--- src/rtl/mlp_pkg.sv ---
// mlp_pkg: sizes, memory layout, item and command types and arithmetic helpers
// for the three-layer regressor. No dependencies.
`default_nettype none

package mlp_pkg;

  localparam int INPUT_COUNT     = 3;
  localparam int HIDDEN_ONE_SIZE = 32;
  localparam int HIDDEN_TWO_SIZE = 16;
  localparam int PARAM_DEPTH     = 1024;
  localparam int RESULT_COUNT    = 2;

  localparam int PA_W   = $clog2(PARAM_DEPTH);
  localparam int MAX_N  = (HIDDEN_ONE_SIZE > HIDDEN_TWO_SIZE) ? HIDDEN_ONE_SIZE : HIDDEN_TWO_SIZE;
  localparam int IDX_W  = ($clog2(MAX_N) < 2) ? 2 : $clog2(MAX_N);
  localparam int H1_W   = (HIDDEN_ONE_SIZE > 1) ? $clog2(HIDDEN_ONE_SIZE) : 1;
  localparam int H2_W   = (HIDDEN_TWO_SIZE > 1) ? $clog2(HIDDEN_TWO_SIZE) : 1;
  localparam int ACC_W  = 56;
  localparam int PROD_W = 65;
  localparam int SH_W   = 49;

  localparam int OFS_WA     = 0;
  localparam int OFS_BA     = OFS_WA + HIDDEN_ONE_SIZE * INPUT_COUNT;
  localparam int OFS_WB     = OFS_BA + HIDDEN_ONE_SIZE;
  localparam int OFS_BB     = OFS_WB + HIDDEN_TWO_SIZE * HIDDEN_ONE_SIZE;
  localparam int OFS_WC     = OFS_BB + HIDDEN_TWO_SIZE;
  localparam int OFS_BC     = OFS_WC + RESULT_COUNT * HIDDEN_TWO_SIZE;
  localparam int OFS_IMEAN  = OFS_BC + RESULT_COUNT;
  localparam int OFS_IRECIP = OFS_IMEAN + INPUT_COUNT;
  localparam int OFS_OSCALE = OFS_IRECIP + INPUT_COUNT;
  localparam int OFS_OMEAN  = OFS_OSCALE + RESULT_COUNT;

  localparam logic [1:0] LAY_ONE = 2'd0;
  localparam logic [1:0] LAY_TWO = 2'd1;
  localparam logic [1:0] LAY_OUT = 2'd2;

  localparam logic FUNC_LOAD  = 1'b0;
  localparam logic FUNC_INFER = 1'b1;

  typedef struct packed {
    logic               func;
    logic [9:0]         param_addr;
    logic signed [31:0] param_word;
    logic signed [31:0] reading_254;
    logic signed [31:0] reading_550;
    logic signed [31:0] reading_temp;
  } in_item_t;

  typedef struct packed {
    logic signed [31:0] cod_estimate;
    logic signed [31:0] uv254_estimate;
  } out_item_t;

  typedef enum logic [3:0] {
    ST_IDLE,
    ST_MEAN,
    ST_RECIP,
    ST_BIAS,
    ST_MAC,
    ST_STORE,
    ST_OSCALE,
    ST_OMEAN,
    ST_DRAIN
  } state_t;

  typedef enum logic [2:0] {
    OP_NOP,
    OP_MEAN,
    OP_RECIP,
    OP_BIAS,
    OP_MAC,
    OP_STORE,
    OP_OSCALE,
    OP_OMEAN
  } op_t;

  typedef struct packed {
    op_t              op;
    logic [1:0]       layer;
    logic [IDX_W-1:0] idx;
  } tag_t;

  typedef struct packed {
    tag_t            tag;
    logic [PA_W-1:0] addr;
    logic            load_we;
    logic            latch;
  } cmd_t;

  function automatic logic signed [31:0] sat32(input logic signed [ACC_W-1:0] v);
    logic signed [31:0] r;
    if (!v[ACC_W-1] && (|v[ACC_W-2:31])) begin
      r = 32'sh7FFF_FFFF;
    end else if (v[ACC_W-1] && !(&v[ACC_W-2:31])) begin
      r = 32'sh8000_0000;
    end else begin
      r = v[31:0];
    end
    return r;
  endfunction

  function automatic logic [PA_W-1:0] wofs(input logic [1:0] lay);
    logic [PA_W-1:0] r;
    unique case (lay)
      LAY_ONE: r = PA_W'(OFS_WA);
      LAY_TWO: r = PA_W'(OFS_WB);
      default: r = PA_W'(OFS_WC);
    endcase
    return r;
  endfunction

  function automatic logic [PA_W-1:0] bofs(input logic [1:0] lay);
    logic [PA_W-1:0] r;
    unique case (lay)
      LAY_ONE: r = PA_W'(OFS_BA);
      LAY_TWO: r = PA_W'(OFS_BB);
      default: r = PA_W'(OFS_BC);
    endcase
    return r;
  endfunction

  function automatic logic [IDX_W-1:0] last_in(input logic [1:0] lay);
    logic [IDX_W-1:0] r;
    unique case (lay)
      LAY_ONE: r = IDX_W'(INPUT_COUNT - 1);
      LAY_TWO: r = IDX_W'(HIDDEN_ONE_SIZE - 1);
      default: r = IDX_W'(HIDDEN_TWO_SIZE - 1);
    endcase
    return r;
  endfunction

  function automatic logic [IDX_W-1:0] last_out(input logic [1:0] lay);
    logic [IDX_W-1:0] r;
    unique case (lay)
      LAY_ONE: r = IDX_W'(HIDDEN_ONE_SIZE - 1);
      LAY_TWO: r = IDX_W'(HIDDEN_TWO_SIZE - 1);
      default: r = IDX_W'(RESULT_COUNT - 1);
    endcase
    return r;
  endfunction

endpackage

`default_nettype wire

--- src/rtl/mlp_ctrl.sv ---
// mlp_ctrl: sequencer issuing one parameter read and datapath command per cycle.
// Depends on mlp_pkg.
`default_nettype none

module mlp_ctrl (
  input  wire logic          clk,
  input  wire logic          rst_n,
  input  wire logic          start,
  input  wire logic          func,
  output logic               busy,
  output mlp_pkg::cmd_t      cmd
);

  mlp_pkg::state_t                state_r, state_nxt;
  logic [1:0]                     k_r, k_nxt;
  logic [1:0]                     layer_r, layer_nxt;
  logic [mlp_pkg::IDX_W-1:0]      row_r, row_nxt;
  logic [mlp_pkg::IDX_W-1:0]      col_r, col_nxt;
  logic [mlp_pkg::PA_W-1:0]       waddr_r, waddr_nxt;
  logic [1:0]                     drain_r, drain_nxt;

  always_ff @(posedge clk) begin
    if (!rst_n) begin
      state_r <= mlp_pkg::ST_IDLE;
      k_r     <= '0;
      layer_r <= mlp_pkg::LAY_ONE;
      row_r   <= '0;
      col_r   <= '0;
      waddr_r <= '0;
      drain_r <= '0;
    end else begin
      state_r <= state_nxt;
      k_r     <= k_nxt;
      layer_r <= layer_nxt;
      row_r   <= row_nxt;
      col_r   <= col_nxt;
      waddr_r <= waddr_nxt;
      drain_r <= drain_nxt;
    end
  end

  always_comb begin
    state_nxt = state_r;
    k_nxt     = k_r;
    layer_nxt = layer_r;
    row_nxt   = row_r;
    col_nxt   = col_r;
    waddr_nxt = waddr_r;
    drain_nxt = drain_r;
    unique case (state_r)
      mlp_pkg::ST_IDLE: begin
        if (start && func == mlp_pkg::FUNC_INFER) begin
          state_nxt = mlp_pkg::ST_MEAN;
          k_nxt     = '0;
        end
      end
      mlp_pkg::ST_MEAN: begin
        state_nxt = mlp_pkg::ST_RECIP;
      end
      mlp_pkg::ST_RECIP: begin
        if (k_r == 2'(mlp_pkg::INPUT_COUNT - 1)) begin
          state_nxt = mlp_pkg::ST_BIAS;
          layer_nxt = mlp_pkg::LAY_ONE;
          row_nxt   = '0;
          waddr_nxt = mlp_pkg::wofs(mlp_pkg::LAY_ONE);
        end else begin
          state_nxt = mlp_pkg::ST_MEAN;
          k_nxt     = k_r + 2'd1;
        end
      end
      mlp_pkg::ST_BIAS: begin
        state_nxt = mlp_pkg::ST_MAC;
        col_nxt   = '0;
      end
      mlp_pkg::ST_MAC: begin
        waddr_nxt = waddr_r + 1'b1;
        if (col_r == mlp_pkg::last_in(layer_r)) begin
          state_nxt = mlp_pkg::ST_STORE;
        end else begin
          col_nxt = col_r + 1'b1;
        end
      end
      mlp_pkg::ST_STORE: begin
        if (row_r == mlp_pkg::last_out(layer_r)) begin
          if (layer_r == mlp_pkg::LAY_OUT) begin
            state_nxt = mlp_pkg::ST_OSCALE;
            k_nxt     = '0;
          end else begin
            state_nxt = mlp_pkg::ST_BIAS;
            layer_nxt = layer_r + 2'd1;
            row_nxt   = '0;
            waddr_nxt = mlp_pkg::wofs(layer_r + 2'd1);
          end
        end else begin
          state_nxt = mlp_pkg::ST_BIAS;
          row_nxt   = row_r + 1'b1;
        end
      end
      mlp_pkg::ST_OSCALE: begin
        state_nxt = mlp_pkg::ST_OMEAN;
      end
      mlp_pkg::ST_OMEAN: begin
        if (k_r == 2'(mlp_pkg::RESULT_COUNT - 1)) begin
          state_nxt = mlp_pkg::ST_DRAIN;
          drain_nxt = '0;
        end else begin
          state_nxt = mlp_pkg::ST_OSCALE;
          k_nxt     = k_r + 2'd1;
        end
      end
      mlp_pkg::ST_DRAIN: begin
        drain_nxt = drain_r + 2'd1;
        if (drain_r == 2'd1) begin
          state_nxt = mlp_pkg::ST_IDLE;
        end
      end
      default: begin
        state_nxt = mlp_pkg::ST_IDLE;
      end
    endcase
  end

  always_comb begin
    cmd           = '0;
    cmd.tag.op    = mlp_pkg::OP_NOP;
    cmd.tag.layer = layer_r;
    busy          = 1'b1;
    unique case (state_r)
      mlp_pkg::ST_IDLE: begin
        busy        = 1'b0;
        cmd.load_we = start && (func == mlp_pkg::FUNC_LOAD);
        cmd.latch   = start && (func == mlp_pkg::FUNC_INFER);
      end
      mlp_pkg::ST_MEAN: begin
        cmd.tag.op  = mlp_pkg::OP_MEAN;
        cmd.tag.idx = mlp_pkg::IDX_W'(k_r);
        cmd.addr    = mlp_pkg::PA_W'(mlp_pkg::OFS_IMEAN) + mlp_pkg::PA_W'(k_r);
      end
      mlp_pkg::ST_RECIP: begin
        cmd.tag.op  = mlp_pkg::OP_RECIP;
        cmd.tag.idx = mlp_pkg::IDX_W'(k_r);
        cmd.addr    = mlp_pkg::PA_W'(mlp_pkg::OFS_IRECIP) + mlp_pkg::PA_W'(k_r);
      end
      mlp_pkg::ST_BIAS: begin
        cmd.tag.op  = mlp_pkg::OP_BIAS;
        cmd.tag.idx = row_r;
        cmd.addr    = mlp_pkg::bofs(layer_r) + mlp_pkg::PA_W'(row_r);
      end
      mlp_pkg::ST_MAC: begin
        cmd.tag.op  = mlp_pkg::OP_MAC;
        cmd.tag.idx = col_r;
        cmd.addr    = waddr_r;
      end
      mlp_pkg::ST_STORE: begin
        cmd.tag.op  = mlp_pkg::OP_STORE;
        cmd.tag.idx = row_r;
      end
      mlp_pkg::ST_OSCALE: begin
        cmd.tag.op  = mlp_pkg::OP_OSCALE;
        cmd.tag.idx = mlp_pkg::IDX_W'(k_r);
        cmd.addr    = mlp_pkg::PA_W'(mlp_pkg::OFS_OSCALE) + mlp_pkg::PA_W'(k_r);
      end
      mlp_pkg::ST_OMEAN: begin
        cmd.tag.op  = mlp_pkg::OP_OMEAN;
        cmd.tag.idx = mlp_pkg::IDX_W'(k_r);
        cmd.addr    = mlp_pkg::PA_W'(mlp_pkg::OFS_OMEAN) + mlp_pkg::PA_W'(k_r);
      end
      mlp_pkg::ST_DRAIN: begin
        cmd.tag.op = mlp_pkg::OP_NOP;
      end
      default: begin
        cmd.tag.op = mlp_pkg::OP_NOP;
      end
    endcase
  end

endmodule

`default_nettype wire

--- config.mk ---
export PLATFORM = sky130hd
export DESIGN_NAME = mlp_ctrl
export DESIGN_NICKNAME = d
export VERILOG_FILES = /design/src/rtl/mlp_pkg.sv /design/src/rtl/mlp_ctrl.sv
export SDC_FILE = /design/constraint.sdc
export NUM_CORES = 1
export LEC_CHECK = 0
export BUFFER_PORTS_ARGS = -buffer_cell sky130_fd_sc_hd__buf_2
export CORE_MARGIN = 1.5
export CORE_UTILIZATION = 45
export CTS_CLUSTER_SIZE = 12
export DETAILED_ROUTE_END_ITERATION = 6
export SYNTH_ARGS = -nofsm -noshare
export SYNTH_HDL_FRONTEND = slang
export SYNTH_SLANG_ARGS = --single-unit
--- constraint.sdc ---
create_clock -name clk -period 3.8 [get_ports clk]
set_input_delay 0.19 -clock clk [delete_from_list [all_inputs] [get_ports clk]]
set_output_delay 0.19 -clock clk [all_outputs]
set_load 0.01 [all_outputs]
; Yosys cells after proc, flatten, opt, wreduce, memory -nomap -nowiden
; Cells that the tools add are included.
[word_totals]
input_bits = 4
out_inout_bits = 23
wordCells = 108
regBits = 30
[op_classes]
n_bitwise = 1
reduce_logical = 19
n_eq_ne = 28
muxes = 42
addsub = 11
[ops]
columns = op, n
row1 = case mux 10 bit (6 select lines), 1
row2 = adder 10 x 2 -> 10 bit (first input constant), 4
row3 = two-way mux 10 bit, 4
row4 = case mux 10 bit (2 select lines), 2
row5 = case mux 5 bit (2 select lines), 4
row6 = case mux 4 bit (9 select lines), 1
row7 = two-way mux 5 bit, 6
row8 = case mux 10 bit (3 select lines), 1
row9 = two-way mux 2 bit, 11
row10 = inequality test 2 bit (second input constant), 11
row11 = case mux 3 bit (7 select lines), 1
row12 = two-way mux 4 bit, 5
row13 = == test 4 x 3 -> 1 bit (second input constant), 4
row14 = case mux 5 bit (3 select lines), 1
row15 = adder 10 x 1 -> 10 bit (second input constant), 1
row16 = adder 10 x 5 -> 10 bit, 1
row17 = adder 5 x 1 -> 5 bit (second input constant), 2
row18 = == test 5 bit, 2
row19 = == test 2 x 1 -> 1 bit (second input constant), 4
row20 = == test 4 x 2 -> 1 bit (second input constant), 2
row21 = case mux 2 bit (2 select lines), 2
row22 = case mux 2 bit (4 select lines), 1
row23 = AND reduction 4 bit, 2
row24 = adder 2 x 1 -> 2 bit (second input constant), 3
row25 = other kinds (18), 25

; Depth between registers and ports, before layout
; Gate-level depths: netlist of the first run.
[depth]
ltp_word = 6
mapped_depth = 8
mapped_depth_nobuf = 7

; Worst setup path after synthesis of the first run
; No wires, ideal clock.
[synth_timing]
path_kind = flip-flop to flip-flop
from = register layer_r[0]
to = register layer_r[0]
path_buffers = 0
setup_time_ns = 0.121
t_required_ns = 3.679
stages_incl_launch_ff = 8
arrival_time_ns = 1.873
synth_period_minus_slack_ns = 1.994
path_slack_ns = 1.806
path_cell_list = dfxtp_1 -> inv_1 -> ha_1 -> o2111a_1 -> a21oi_2 -> nor2_1 -> and4_1 -> mux2_2
[synth_via]
elab_chain_cells = 6
elab_cells_between_ends = 13
cone_classes = add/sub: 1 / eq/ne: 5 / mux: 5 / reduce/logical: 2
[synth_lines]
columns = item, line
row1 = "start, declared", mlp_ctrl.sv:16  ; logic [1:0] layer_r, layer_nxt;
row2 = "start signal, assigned", mlp_ctrl.sv:26  ; layer_r <= mlp_pkg::LAY_ONE;
row3 = "start signal, assigned", mlp_ctrl.sv:34  ; layer_r <= layer_nxt;
row4 = == test 2 x 1 -> 1 bit / zero test 2 bit (equally long branches), mlp_pkg.sv:134  ; unique case (lay)
row5 = case mux 5 bit (2 select lines), mlp_pkg.sv:134
row6 = two-way mux 5 bit, mlp_ctrl.sv:50  ; unique case (state_r)
row7 = == test 5 bit, mlp_ctrl.sv:84  ; if (row_r == mlp_pkg::last_out(layer_r)) begin
row8 = inequality test 2 bit (no line), -
row9 = AND reduction 4 bit (no line), -
; Parallel ways exist; a longest one is shown, timed or not. The select of a mux whose other input is x is not followed.
; A chain may end at the register's enable or synchronous reset.

==> results of run 1 <==
[path summary, 6_finish.rpt]
kind              startpoint    endpoint  slack [ns]  cells past startpoint
setup / recovery  state_r[2]      cmd[2]        1.14                      5
hold / removal         rst_n  state_r[3]        0.32                      2
setup reg to reg  state_r[2]  waddr_r[8]        1.34                      6
hold reg to reg   drain_r[1]  drain_r[1]        0.53                      2
[routing by layer]
metal / vias up / global-route usage
met5: - / 0
met4: 0 / 0.0768
met3: 8 / 0.0447
met2: 43 / 0.307
met1: 937 / 0.328
li1: 1031 / -
[layout make-up]
cell class                      instances  area (um2)
Inverter                               12        45.0
Multi-Input combinational cell        218        1560
Clock buffer                            6        82.6
Fill cell                             483        2280
Tap cell                               67        83.8
Clock inverter                          1        30.0
Timing Repair Buffer                   27         138
Sequential cell                        30         601
[power breakdown]
| group | total, mW | switching, mW | internal (mW) |
|---|---|---|---|
| clock | 0.332 | 0.122 | 0.210 |
| combinational | 0.623 | 0.356 | 0.267 |
| sequential | 0.456 | 0.111 | 0.345 |
| total | 1.41 | 0.589 | 0.821 |
[layout by cell type, fill, tap and decap left out, types with 6 or more instances in the layout]
cell | Yosys | routed
a21oi_1 | 15 | 15
nand3_1 | 8 | 8
inv_1 | 11 | 11
xor2_1 | 8 | 8
nor2b_1 | 8 | 8
nor2_1 | 28 | 28
buf_2 | 6 | 26
xnor2_1 | 7 | 7
clkbuf_8 | 0 | 6
nand2_1 | 24 | 24
ha_1 | 12 | 12
dfxtp_1 | 30 | 30
[sequential cells by signal (all words and copies together) (netlist names)]
signal,flops
col_r,5
drain_r,2
k_r,2
layer_r,2
row_r,5
state_r,4
waddr_r,10
[worst register-to-register path: cells and delay by family, from the launching register on]
family	cells	cell delay [ns]
XOR/XNOR	1	0.14
AND/OR/NAND/NOR	4	1.10
flip-flops	1	0.75
buffers and inverters	1	0.35
[cells by family after synthesis]
| family | count (synthesis) | share of synthesized area |
|---|---|---|
| AND/OR/NAND/NOR | 115 | 0.289 |
| AO/OA/AOI/OAI | 72 | 0.250 |
| flip-flops | 30 | 0.262 |
| buffers and inverters | 27 | 0.0574 |
| XOR/XNOR | 15 | 0.0574 |
| adder cells (fa/ha/maj) | 12 | 0.0656 |
| multiplexers | 4 | 0.0180 |
[per-stage QoR]
stage	instance area, um2	utilization
6_report	2540	0.527
5_1_grt	2540	0.527
4_1_cts	2540	0.527
3_5_place_dp	2420	0.503
3_3_place_gp	2420	0.503
2_1_floorplan	2290	-
==> out/results.ini, run 1 <==
[critical_path]
cp_slowest_cell = dfxtp_1
cp_slowest_stage_delay_ns = 0.75
cp.arrival_ns = 2.47
path_cells = nor4b_4, buf_4, a22oi_1, o21ai_1, buf_2
critPathLaunchType = flip-flop
critPathTopFamily = flip-flops
critPathMaxFanout = 21
worstSetupPathType = reg2out
worstPathRequired_ns = 3.61
end_kind = output port
path_buf_inv = 2

[yosys]
synth-seq-area-share = 0.262
synth-edff-count = 0
synthArstFlopShare = 0
synth_area_leaders = dfxtp_1 26%, ha_1 6.6%, nor2_1 4.6%
synthTopCellsByCount = 30 x dfxtp_1, 28 x nor2_1, 24 x nand2_1
synthDistinctLibCells = 70
syn_inst = 275
synth.most_common_cell = dfxtp_1
synth_nets = 291
yosys_most_used_dff = dfxtp_1
netlist_area_mm2 = 0.00229
yosysTopAreaCellShare = 0.262
yosysWarnings = 0
synth-seq-cells = 30
syn_avg_cell_area_um2 = 8.33
yosysTopAreaCell = dfxtp_1

[placement]
numPortBuffers = 26
dp_hpwl_um = 4080
gp_congestion = 0.835
preCtsSetupSlack_ns = 1.36
dp_cells = 354

[die]
die_h_um = 74.3
core_area_mm2 = 0.00482
pin_count = 27
die_w_um = 74.3
rows = 25
die-area_mm2 = 0.00552
start_util = 0.475

[sta]
period_share = 0.700
fmax_mhz = 376
final-hold-violation-count = 0
worst_slew_pin_slew_ns = 0.782
slew_headroom = 0.478
setup_slack_ns = 1.14
min_period_ns = 2.66
holdWs_ns = 0.321
setup_tns_ns = 0
finalMaxSlewViolations = 0
setup_viol = 0
clock_skew_ns = 0.00317
rsz0062_at_grt = no

[pwr]
finalPower_mw = 1.41
p_per_area_mw_per_mm2 = 556
p_leak_nw = 1.04
peakVddDrop_mv = 0.311

[global_routing]
grt_overflow = 0
grt_max_degree = 24
grt_pass1_wl_um = 9050
antenna_found_initial = 0
grt_pass1_vias = 1739
grt.total_usage = 0.218

[clocking]
clk-insertion-delay-late_ns = 0.28
cts_hold_repair.buffers = 0
cts_setup_buffers = 0
h-tree-depth = 2
clk_pin_slew_ns = 0.06
cts_tree = yes
clock_sinks = 30
numCtsBuffers = 5
post_cts.resized_instances = 0
cts_root_buf = clkbuf_8
ctsLongestPathBuffers = 2

[detailed_routing]
routed_wl_um = 5560
vias = 2019
top_layer = met4
route.met3.wl_um = 260
vias_per_cell = 5.59
drc = 0
wl_met2_um = 2350
drt-met1-wl_um = 2860
detail_route.wl_per_cell_um = 15.4
dr.first_iter.drc_count = 152
antenna_left = 0
dr.pass1.iters = 4

[final_layout]
final_cells = 361
synthToLayoutAreaGrowth_pct = 10.8
final_net_count = 310
drive_gt1_frac = 0.184
antenna_cells = 0

[min_path]
min_path_type = in2reg

[status]
outcome = finished clean

[job]
cap_violations = 0

Note: power is estimated with default switching activity, not from simulation.
==> run 2: changes to the inputs <==
--- a/config.mk
+++ b/config.mk
@@ -5,6 +5,7 @@
 export SDC_FILE = /design/constraint.sdc
 export NUM_CORES = 1
 export LEC_CHECK = 0
+export ABC_AREA = 1
 export BUFFER_PORTS_ARGS = -buffer_cell sky130_fd_sc_hd__buf_2
 export CORE_MARGIN = 1.5
 export CORE_UTILIZATION = 45
==> constraint.sdc (replaced) <==
create_clock -name clk -period 2.6 [get_ports clk]
set_input_delay 0.13 -clock clk [delete_from_list [all_inputs] [get_ports clk]]
set_output_delay 0.13 -clock clk [all_outputs]
set_load 0.01 [all_outputs]
==> out/results.ini, run 2 <==
[critical_path]
critPathMaxFanout = 11  ; was 21
worstPathRequired_ns = 2.47  ; was 3.61 ns
worstSetupPathType = reg2out  ; unchanged
cp.arrival_ns = 2.02  ; was 2.47 ns
critPathLaunchType = flip-flop  ; unchanged
end_kind = output port  ; unchanged

[pwr]
p_int_mw = 0.781  ; was 0.821 mW
pwr-share-comb = 0.227  ; was 0.442
p_leak_nw = 1.17  ; was 1.04 nW
seq_power_share = 0.432  ; was 0.323
p_sw_mw = 0.385  ; was 0.589 mW
peakVddDrop_mv = 0.195  ; was 0.311 mV
p_per_area_mw_per_mm2 = 485  ; was 556 mW/mm2
p_sw_frac = 0.330  ; was 0.418
power_frac_clock = 0.341  ; was 0.235
finalPower_mw = 1.17  ; was 1.41 mW

[global_routing]
grt.total_usage = 0.241  ; was 0.218
grt_overflow = 0  ; unchanged
grt_max_degree = 19  ; was 24
grt_pass1_wl_um = 9770  ; was 9050 um
grt_pass1_vias = 2111  ; was 1739
antenna_found_initial = 0  ; unchanged

[yosys]
yosysTopAreaCellShare = 0.280  ; was 0.262
synth-edff-count = 0  ; unchanged
yosys_most_used_dff = dfxtp_1  ; unchanged
synth.most_common_cell = nand2_1  ; was dfxtp_1
synthTopCellsByCount = 86 x nand2_1, 47 x inv_1, 47 x nor2_1  ; was 30 x dfxtp_1, 28 x nor2_1, 24 x nand2_1
synthDistinctLibCells = 28  ; was 70
yosysTopAreaCell = dfxtp_1  ; unchanged
synth_area_leaders = dfxtp_1 28%, nand2_1 15%, inv_1 8.2%  ; was dfxtp_1 26%, ha_1 6.6%, nor2_1 4.6%
syn_avg_cell_area_um2 = 6.17  ; was 8.33 um2
yosysWarnings = 0  ; unchanged
netlist_area_mm2 = 0.00215  ; was 0.00229 mm2
synth-seq-cells = 30  ; unchanged
synth-seq-area-share = 0.280  ; was 0.262
syn_inst = 348  ; was 275
synthArstFlopShare = 0  ; unchanged
synth_nets = 364  ; was 291

[die]
start_util = 0.480  ; was 0.475
pin_count = 27  ; unchanged
core_area_mm2 = 0.00447  ; was 0.00482 mm2
die_h_um = 72.1  ; was 74.3 um
die-area_mm2 = 0.00519  ; was 0.00552 mm2
rows = 24  ; was 25
die_w_um = 72.1  ; was 74.3 um

[sta]
period_share = 0.827
final-hold-violation-count = 0  ; unchanged
rsz0062_at_grt = no  ; unchanged
worst_slew_pin_slew_ns = 0.592  ; was 0.782 ns
holdWs_ns = 0.199  ; was 0.321 ns
fmax_mhz = 465
min_period_ns = 2.15
finalMaxSlewViolations = 0  ; unchanged
setup_slack_ns = 0.449  ; was 1.14 ns
clock_skew_ns = 0.00810  ; was 0.00317 ns
setup_viol = 0  ; unchanged
slew_headroom = 0.603  ; was 0.478
setup_tns_ns = 0  ; unchanged

[clocking]
numCtsBuffers = 5  ; unchanged
clock_sinks = 30  ; unchanged
ctsLongestPathBuffers = 2  ; unchanged
h-tree-depth = 2  ; unchanged
cts_hold_repair.buffers = 0  ; unchanged
post_cts.resized_instances = 0  ; unchanged
cts_root_buf = clkbuf_8  ; unchanged
cts_tree = yes  ; unchanged
cts_setup_buffers = 0  ; unchanged
clk_pin_slew_ns = 0.07  ; was 0.06 ns
clk-insertion-delay-late_ns = 0.29  ; was 0.28 ns

[detailed_routing]
detail_route.wl_per_cell_um = 13.6  ; was 15.4 um
vias_per_cell = 5.30  ; was 5.59
drc = 0  ; unchanged
antenna_left = 0  ; unchanged
dr.first_iter.drc_count = 155  ; was 152
dr.pass1.iters = 4  ; unchanged
routed_wl_um = 5820  ; was 5560 um
vias = 2273  ; was 2019

[final_layout]
largest_register_ffs = 10  ; unchanged
fin_area_mm2 = 0.00240  ; was 0.00254 mm2
antenna_cells = 0  ; unchanged
top_register = waddr_r  ; unchanged
final_net_count = 392  ; was 310
final_util = 0.537  ; was 0.527
synthToLayoutAreaGrowth_pct = 12.1  ; was 10.8%
top_regs = waddr_r: 10 flops, col_r: 5 flops, row_r: 5 flops  ; unchanged
drive_gt1_frac = 0.125  ; was 0.184
final_cells = 429  ; was 361
final_cell_mix = 86 x nand2_1, 47 x inv_1, 47 x nor2_1, 30 x nand3_1, 30 x dfxtp_1  ; was 30 x dfxtp_1, 28 x nor2_1, 26 x buf_2, 24 x nand2_1, 15 x a21oi_1
fillers = 459  ; was 483
layout_commonest_cell = nand2_1  ; was dfxtp_1

[placement]
preCtsSetupSlack_ns = 0.580  ; was 1.36 ns
dp_hpwl_um = 4400  ; was 4080 um
placed_cell_area_mm2 = 0.00231  ; was 0.00242 mm2
numPortBuffers = 26  ; unchanged
dp_cells = 421  ; was 354
gp_congestion = 0.907  ; was 0.835

[min_path]
min_path_type = in2reg  ; unchanged

[status]
outcome = finished clean  ; unchanged

[job]
cap_violations = 0  ; unchanged

run 2: kinds of logic after synthesis:
| kind of cell | count (synthesis) | share of synthesized area |
|---|---|---|
| XOR/XNOR | 3 | 0.0122 |
| adder cells (fa/ha/maj) | 12 | 0.0700 |
| flip-flops | 30 | 0.280 |
| buffers and inverters | 58 | 0.109 |
| AO/OA/AOI/OAI | 63 | 0.166 |
| AND/OR/NAND/NOR | 182 | 0.363 |
run 2: cell type report:
| type | count | area (um2) | area share |
|---|---|---|---|
| Inverter | 51 | 191 | 0.0796 |
| Clock buffer | 7 | 86.3 | 0.0359 |
| Multi-Input combinational cell | 260 | 1310 | 0.545 |
| Sequential cell | 30 | 601 | 0.250 |
| Timing Repair Buffer | 28 | 145 | 0.0604 |
| Tap cell | 52 | 65.1 | 0.0271 |
| Clock inverter | 1 | 5.00 | 0.00208 |
run 2: layer usage:
layer  vias up  wire (um)  GRT usage
met1      1010       2790      0.334
li1       1195          -          -
met4         0         91     0.0608
met3        10        306     0.0486
met2        58       2630      0.385
met5         -          0          0
run 2: final timing paths:
check | start | endpoint | slack, ns | depth (start not counted)
max | state_r[2] | cmd[12] | 0.45 | 7
max reg2reg | layer_r[1] | waddr_r[0] | 0.55 | 11
min reg2reg | drain_r[0] | drain_r[0] | 0.46 | 1
min | rst_n | waddr_r[7] | 0.20 | 3
run 2: power by group through the flow:
stage	clock network [mW]	registers, mW	logic [mW]
floorplan	0	0.509	0.188
global placement	0	0.514	0.264
detailed placement	0	0.513	0.264
CTS	0.404	0.503	0.265
global route	0.426	0.506	0.302
finish	0.397	0.504	0.265
run 2: critical path, cell delays in order (launching register included):
cell,delay [ns]
dfxtp_1,0.45
inv_1,0.13
nor2_4,0.16
nand2_2,0.11
inv_1,0.30
nor2_1,0.18
o221ai_1,0.22
buf_2,0.18
==> run 3: changes to the inputs <==
==> constraint.sdc (replaced) <==
create_clock -name clk -period 2 [get_ports clk]
set_input_delay 0.1 -clock clk [delete_from_list [all_inputs] [get_ports clk]]
set_output_delay 0.1 -clock clk [all_outputs]
set_load 0.01 [all_outputs]
==> out/results.ini, run 3 (synthesis results as in run 2) <==
[status]
outcome = finished clean  ; unchanged

[sta]
min_period_ns = 1.87
worst_slew_pin_slew_ns = 0.284  ; was 0.592 ns
fmax_mhz = 535
slew_headroom = 0.811  ; was 0.603
finalMaxSlewViolations = 0  ; unchanged
final-hold-violation-count = 0  ; unchanged
setup_tns_ns = 0  ; unchanged
rsz0062_at_grt = no  ; unchanged
clock_skew_ns = 0.00710  ; was 0.00810 ns
period_share = 0.935
setup_viol = 0  ; unchanged

[global_routing]
grtUsageMet3 = 0.0542  ; was 0.0486
antenna_found_initial = 0  ; unchanged
gr-usage-met2 = 0.396  ; was 0.385
grt_use_met1 = 0.335  ; was 0.334
grt_most_used_layer = met2  ; unchanged
grt.total_usage = 0.245  ; was 0.241
grt_pass1_wl_um = 10000  ; was 9770 um
grt_max_degree = 19  ; unchanged
grt_pass1_vias = 2141  ; was 2111
grt_overflow = 0  ; unchanged

[detailed_routing]
vias_per_cell = 5.27  ; was 5.30
routed_wl_um = 5880  ; was 5820 um
antenna_left = 0  ; unchanged
dr.pass1.iters = 4  ; unchanged
vias = 2280  ; was 2273
dr.first_iter.drc_count = 132  ; was 155
detail_route.wl_per_cell_um = 13.6  ; about the same
drc = 0  ; unchanged

[clocking]
clock_sinks = 30  ; unchanged
cts_tree = yes  ; unchanged
numCtsBuffers = 5  ; unchanged
ctsLongestPathBuffers = 2  ; unchanged
clk_pin_slew_ns = 0.07  ; about the same
clk-insertion-delay-late_ns = 0.28  ; was 0.29 ns
cts_hold_repair.buffers = 0  ; unchanged
cts_setup_buffers = 0  ; unchanged
post_cts.resized_instances = 0  ; unchanged
h-tree-depth = 2  ; unchanged
cts_root_buf = clkbuf_8  ; unchanged

[die]
die_h_um = 72.1  ; unchanged
core_area_mm2 = 0.00447  ; unchanged
pin_count = 27  ; unchanged
rows = 24  ; unchanged
die_w_um = 72.1  ; unchanged
start_util = 0.480  ; unchanged
die-area_mm2 = 0.00519  ; unchanged

[critical_path]
cp_slowest_cell = dfxtp_1  ; unchanged
worstSetupPathType = reg2out  ; unchanged
r2r-end = waddr_r[0]  ; unchanged
cp_slowest_stage_delay_ns = 0.37  ; was 0.45 ns
end_kind = output port  ; unchanged
r2r_start = layer_r[1]  ; unchanged
cp.arrival_ns = 1.77  ; was 2.02 ns
reg2reg_slack_ns = 0.29  ; was 0.55 ns
worstPathRequired_ns = 1.90  ; was 2.47 ns
r2r_cells = 11  ; unchanged
path_cells = inv_1, nor2_4, nand2_2, inv_2, nor2_1, nand2_1, inv_1, o221ai_1, buf_2  ; was inv_1, nor2_4, nand2_2, inv_1, nor2_1, o221ai_1, buf_2
crit_top_cell = inv_1  ; unchanged
critPathMaxFanout = 9  ; was 11
critPathLaunchType = flip-flop  ; unchanged

[placement]
gp_congestion = 0.927  ; was 0.907
dp_cells = 425  ; was 421
dp_hpwl_um = 4460  ; was 4400 um
numPortBuffers = 26  ; unchanged
placed_cell_area_mm2 = 0.00234  ; was 0.00231 mm2

[min_path]
min_path_type = in2reg  ; unchanged
whs_endpoint = waddr_r[4]  ; was waddr_r[7]
hold_start = rst_n  ; unchanged
hold_depth = 3  ; unchanged

[final_layout]
antenna_cells = 0  ; unchanged
drive_gt1_frac = 0.155  ; was 0.125
synthToLayoutAreaGrowth_pct = 14.5  ; was 12.1%
layout_commonest_cell = nand2_1  ; unchanged
final_net_count = 396  ; was 392
top_regs = waddr_r: 10 flops, col_r: 5 flops, row_r: 5 flops  ; unchanged
fin_area_mm2 = 0.00246  ; was 0.00240 mm2
final_cells = 433  ; was 429
largest_register_ffs = 10  ; unchanged
top_register = waddr_r  ; unchanged
final_cell_mix = 86 x nand2_1, 45 x inv_1, 45 x nor2_1, 30 x nand3_1, 28 x a21oi_1  ; was 86 x nand2_1, 47 x inv_1, 47 x nor2_1, 30 x nand3_1, 30 x dfxtp_1

[pwr]
peakVddDrop_mv = 0.385  ; was 0.195 mV
p_leak_nw = 1.19  ; was 1.17 nW
p_per_area_mw_per_mm2 = 621  ; was 485 mW/mm2

[job]
cap_violations = 0  ; unchanged

-- run 3: cell count changes in the layout (fill, tap and decap cells not counted), sizes merged --
cell and change:
buf +4
-- run 3: power breakdown --
part	internal (mW)	switching [mW]
logic	0.122	0.232
registers	0.623	0.0335
clock network	0.277	0.238
-- run 3: worst max-delay path, delay by kind of cell (launching register included) --
kind	cells	cell delay, ns
flops	1	0.37
compound gates	1	0.15
buf+inv	4	0.58
simple gates	4	0.39
-- run 3: cell type report --
type | count | area [um2]
clock inverter | 1 | 5.00
clock buffer | 7 | 86.3
multi-input combinational | 260 | 1330
timing repair buffer | 32 | 175
tap | 52 | 65.1
sequential | 30 | 604
inverter | 51 | 194
fill | 474 | 2020
-- run 3: worst max path at each step --
stage	to	start
after CTS	cmd[12]	state_r[2]
final	cmd[11]	state_r[1]
after global placement	waddr_r[0]	layer_r[1]
after detailed placement	waddr_r[0]	layer_r[1]
after floorplan	waddr_r[0]	layer_r[0]
after global routing	cmd[9]	layer_r[0]
-- run 3: routing by layer --
layer / routed length, um / part of all wire
met2: 2680 / 0.46
met1: 2870 / 0.49
met4: 49 / 0.0083
met5: 0 / 0
met3: 277 / 0.047
-- run 3: per-stage QoR --
stage	power [mW]	hold WS, ns	setup slack (ns)	utilization
floorplan	0.906	0.238	0.212	-
detailed placement	1.01	0.446	0.0762	0.524
global placement	1.02	0.443	0.135	0.524
global route	1.63	0.207	0.0193	0.549
CTS	1.53	0.182	0.000491	0.544
finish	1.53	0.183	0.130	0.549
